File: src/rtl/llh_fifo.sv
// Small register queue between the front and back ends.
// No package dependencies.
module llh_fifo #(
  parameter int WIDTH = 8,
  parameter int DEPTH = 2
) (
  input  logic             clk,
  input  logic             rst,
  input  logic             push_valid,
  output logic             push_ready,
  input  logic [WIDTH-1:0] push_data,
  output logic             pop_valid,
  input  logic             pop,
  output logic [WIDTH-1:0] pop_data
);

  localparam int PW = (DEPTH > 1) ? $clog2(DEPTH) : 1;
  localparam int NW = $clog2(DEPTH + 1);

  logic [WIDTH-1:0] slots [DEPTH];
  logic [PW-1:0]    wr_ptr;
  logic [PW-1:0]    rd_ptr;
  logic [NW-1:0]    fill;
  logic             do_push;
  logic             do_pop;

  assign push_ready = (fill != NW'(DEPTH));
  assign pop_valid  = (fill != '0);
  assign pop_data   = slots[rd_ptr];
  assign do_push    = push_valid && push_ready;
  assign do_pop     = pop && pop_valid;

  // pointers and fill level
  always_ff @(posedge clk) begin
    if (rst) begin
      wr_ptr <= '0;
      rd_ptr <= '0;
      fill   <= '0;
    end else begin
      if (do_push) wr_ptr <= (wr_ptr == PW'(DEPTH - 1)) ? '0 : wr_ptr + PW'(1);
      if (do_pop)  rd_ptr <= (rd_ptr == PW'(DEPTH - 1)) ? '0 : rd_ptr + PW'(1);
      if (do_push && !do_pop)      fill <= fill + NW'(1);
      else if (!do_push && do_pop) fill <= fill - NW'(1);
    end
  end

  // storage
  always_ff @(posedge clk) begin
    if (do_push) slots[wr_ptr] <= push_data;
  end

endmodule

File: config.mk
export PLATFORM = sky130hd
export DESIGN_NAME = llh_fifo
export DESIGN_NICKNAME = d
export VERILOG_FILES = /design/src/rtl/llh_fifo.sv
export SDC_FILE = /design/constraint.sdc
export NUM_CORES = 1
export LEC_CHECK = 0
export ABC_CLOCK_PERIOD_IN_PS = 2000
export BUFFER_PORTS_ARGS = -buffer_cell sky130_fd_sc_hd__buf_2
export CORE_MARGIN = 8
export CORE_UTILIZATION = 45
export DETAILED_ROUTE_END_ITERATION = 8
export HOLD_SLACK_MARGIN = 0.05
export PLACE_DENSITY = 0.7
export RECOVER_POWER = 50
export SETUP_SLACK_MARGIN = 0.05
export SLEW_MARGIN = 25
export SYNTH_ARGS = -nofsm -noshare
export SYNTH_HDL_FRONTEND = slang
export SYNTH_SLANG_ARGS = --single-unit
File: constraint.sdc
create_clock -name clk -period 2 [get_ports clk]
set_input_delay 0 -clock clk [delete_from_list [all_inputs] [get_ports clk]]
set_output_delay 0 -clock clk [all_outputs]
set_load 0.02 [all_outputs]
==> impl_results.md <==
- Outcome: complete, no violations
- Starting density of the core: 47.2%
- Fill count: 139
- Count leader, synth: edfxtp_1
- Worst Setup End Kind: flop
- GRT Residual Overflow: 0
- Compound-Gate Fraction of Synth Area: under 10%
- Arrival time of the worst setup path: 1.85 ns
- # rows: 15
- Die ar.: 0.00340 sq mm
- Internal power: 814 uW
- TritonCTS buffer count: 3
- Synthesized area per cell: around 16 sq um
- Ant diodes: 0
- CP cell instances: nand2b_1 -> and2_1 -> ha_1 -> or3_1 -> a21oi_1
- Max-cap viol count: 0
- Worst IR Drop VDD: 0.000771 V
- H-tree depth: 1
- Setup-failing EPs final: 0
- Cts-stage hold buffer count: 10
- DR iter-0 viols: 11
- Placeable core area: ~0.0017 sq mm
- Hold crit path type: input port to flop
- Die width: 58.3 um
- Layout area overhead: 30.3%
- Dpl cells: 94
- Largest family of logic cells by synthesized area: multiplexers
- Power Dens Cells: 1140 mW/mm^2
- Seq. cell area: 581 sq um
- Flop pwr share: 50.4%
- R2r endpoint: fill[1]
- First-pass GRT wire length: 2100 um
- All-Layer GR Usage: 8.37%
- Tcrit/Tclk final: 80.9%
- Adder-cell area share of the yosys netlist: 1.55%
- Critical path depth: 5
- Worst slew pin tran: 0.399 ns
- Minimum clock period: 1.62 ns
- Slew Limit Fails: 0
- Fin. Hold Viols: 0
- Hold Startpoint: pop
- RSZ-0062 raised after global routing: false
- Via count: between 400 and 500
- Pin count of the biggest net entering global routing: 12
- Reg2reg setup slack: 0.38 ns
- Clock Latency Late Sink: 0.29 ns
- CP peak stage delay: 0.37 ns
- Post-synthesis net count: 62
- Yosys reg bits: 21
- Initial antenna violation count: 0
- Startpoint types: flop
- Synth area leaders: edfxtp_1, dfxtp_1, mux2_2
- Leading area contributor after synthesis: edfxtp_1
- DR vias/cell: 4.49
- Top post-synthesis cells by count: edfxtp_1, mux2_2, dfxtp_1, nor2_1, xor2_1
- Buf/Inv on CP: 0
- Port bufs: 21
- Synth Area in Simple Gates: roughly 7.1%
- Hold path depth: 4
- Mapped Area: 806 sq um
- Resized cells post-CTS: 0
- Final WL: around 1300 um
- Clk sinks: 21
- Non-Filler Instances: 108
- DRC: 0
- Fmax: 618 MHz
- Post-synthesis xor/xnor area fraction: 3.26%
- Critical Path RT: 2.23 ns
- Net Sw Power: 386 uW
- Vias in the first global route: about 500
- Ys flop type: edfxtp_1
- I/O pins: 22
- RR Startpoint: fill[0]
- Die Y: slightly below 60 um
- Sw frac: between 30 and 40%
- Multiplexer area fraction after synthesis: about 11%
- Routed Antenna Nets: 0
- Worst slew margin: 73.4%
- Combinational Power Share: 33.6%
- Setup Skew: 0.00232 ns
- Setup Fix Bufs, Post-CTS: 0
- Leak: 0.000409 uW
- GPL Wtd Cong: 0.612
- Cells after Synth: 49
- Root Buffer: clkbuf_4
- DRT Pass-1 Iters: 3
- Family with the most delay on the worst path: simple AND/OR/NAND/NOR gates
- Fraction of registers with async set/reset: 0%
- CP max stage cell: or3_1
- Share of cells above drive strength 1: 34.9%
- Setup CP Type: flop to flop
- Top-area cell type share of the netlist area: about three fifths
- Per-cell routed wire length: 12.4 um
- Unique masters post-synth: 17
- Dpl hpwl: 910 um
- Nets: 97
- Post-synth EDFFs: 16
- Longest Clk Path Bufs: 2
- Hold slack: 0.131 ns
- Yosys warnings: 0
- Power share of the clock group: 16.1%
- Crit Path Max Fanout: 5
- FF-to-FF path depth: 5
- Final setup TNS: 0 ns
- Sequential fraction of the synthesis area: 72.0%
- Clock slew at reported path FFs: 0.11 ns
- Multi-input logic area: 209 sq um
- CTS tree: built
## sequential cells by signal, indices dropped and copies added, names as in the netlist, named ones only
signal / flops
rd_ptr: 1
slots: 16
wr_ptr: 1
fill: 2
## area by class of cell
type                            count  area share, %
Timing Repair Buffer               31           19.0
Multi-Input combinational cell     26           19.9
Clock buffer                        4           2.50
Tap cell                           25           2.98
Sequential cell                    21           55.3
Inverter                            1          0.358
## worst register-to-register path: stages, from the launching register on
cell and delay (ns):
dfxtp_1 0.36, nand2b_1 0.21, and2_1 0.18, ha_1 0.31
or3_1 0.37, a21oi_1 0.14
## cells in the final DEF, fill, tap and decap left out, drive strengths merged
cell / n
buf: 16
edfxtp: 16
dlygate4sd3: 10
clkbuf: 9
mux2: 8
dfxtp: 5
xor2: 3
nor2: 3
o21ai: 2
a21oi: 2
or2: 1
nand2b: 1
and3: 1
and2: 1
nand3b: 1
inv: 1
a21bo: 1
or3: 1
ha: 1
## cell families (layout without fill, tap and decap cells)
family	count (synthesis)	after routing
compound gates	5	5
xor+xnor	3	3
fa+ha+maj	1	1
buf+inv	2	36
flops	21	21
mux	8	8
simple gates	9	9
## layer usage
layer / track usage [%] / up-vias / part of all wire [%]
met3: 2.83 / 2 / 5.7
met2: 13.1 / 12 / 48
li1: - / 246 / -
met1: 9.21 / 225 / 45
met4: 6.29 / 0 / 0.90
met5: 0 / - / 0
## power by group through the flow
| stage | sequential, uW | clock, uW | combinational [uW] |
|---|---|---|---|
| 2_1_floorplan | 592 | 0 | 320 |
| 3_3_place_gp | 620 | 0 | 399 |
| 3_5_place_dp | 624 | 0 | 405 |
| 4_1_cts | 613 | 201 | 427 |
| 5_1_grt | 616 | 218 | 441 |
| 6_report | 605 | 193 | 403 |
## per-stage QoR
stage                     instance area [sq um]  total power, uW  util (%)  setup slack, ns
after global routing                       1050             1280      61.5            0.291
after global placement                      937             1020      54.9            0.492
after CTS                                  1060             1240      62.3            0.428
after detailed placement                    937             1030      54.9            0.467
after floorplan                             806              913         -            0.476
final                                      1050             1200      61.5            0.382
## worst max path at each step
stage / startpoint / slack, ns / to
final: fill[0] / 0.38 / fill[1]
after global routing: fill[0] / 0.29 / fill[1]
after CTS: fill[0] / 0.43 / fill[1]
after detailed placement: fill[0] / 0.47 / fill[1]
after global placement: fill[0] / 0.49 / fill[1]
after floorplan: fill[0] / 0.48 / fill[1]
No activity file was read; power rests on OpenSTA's default activity.
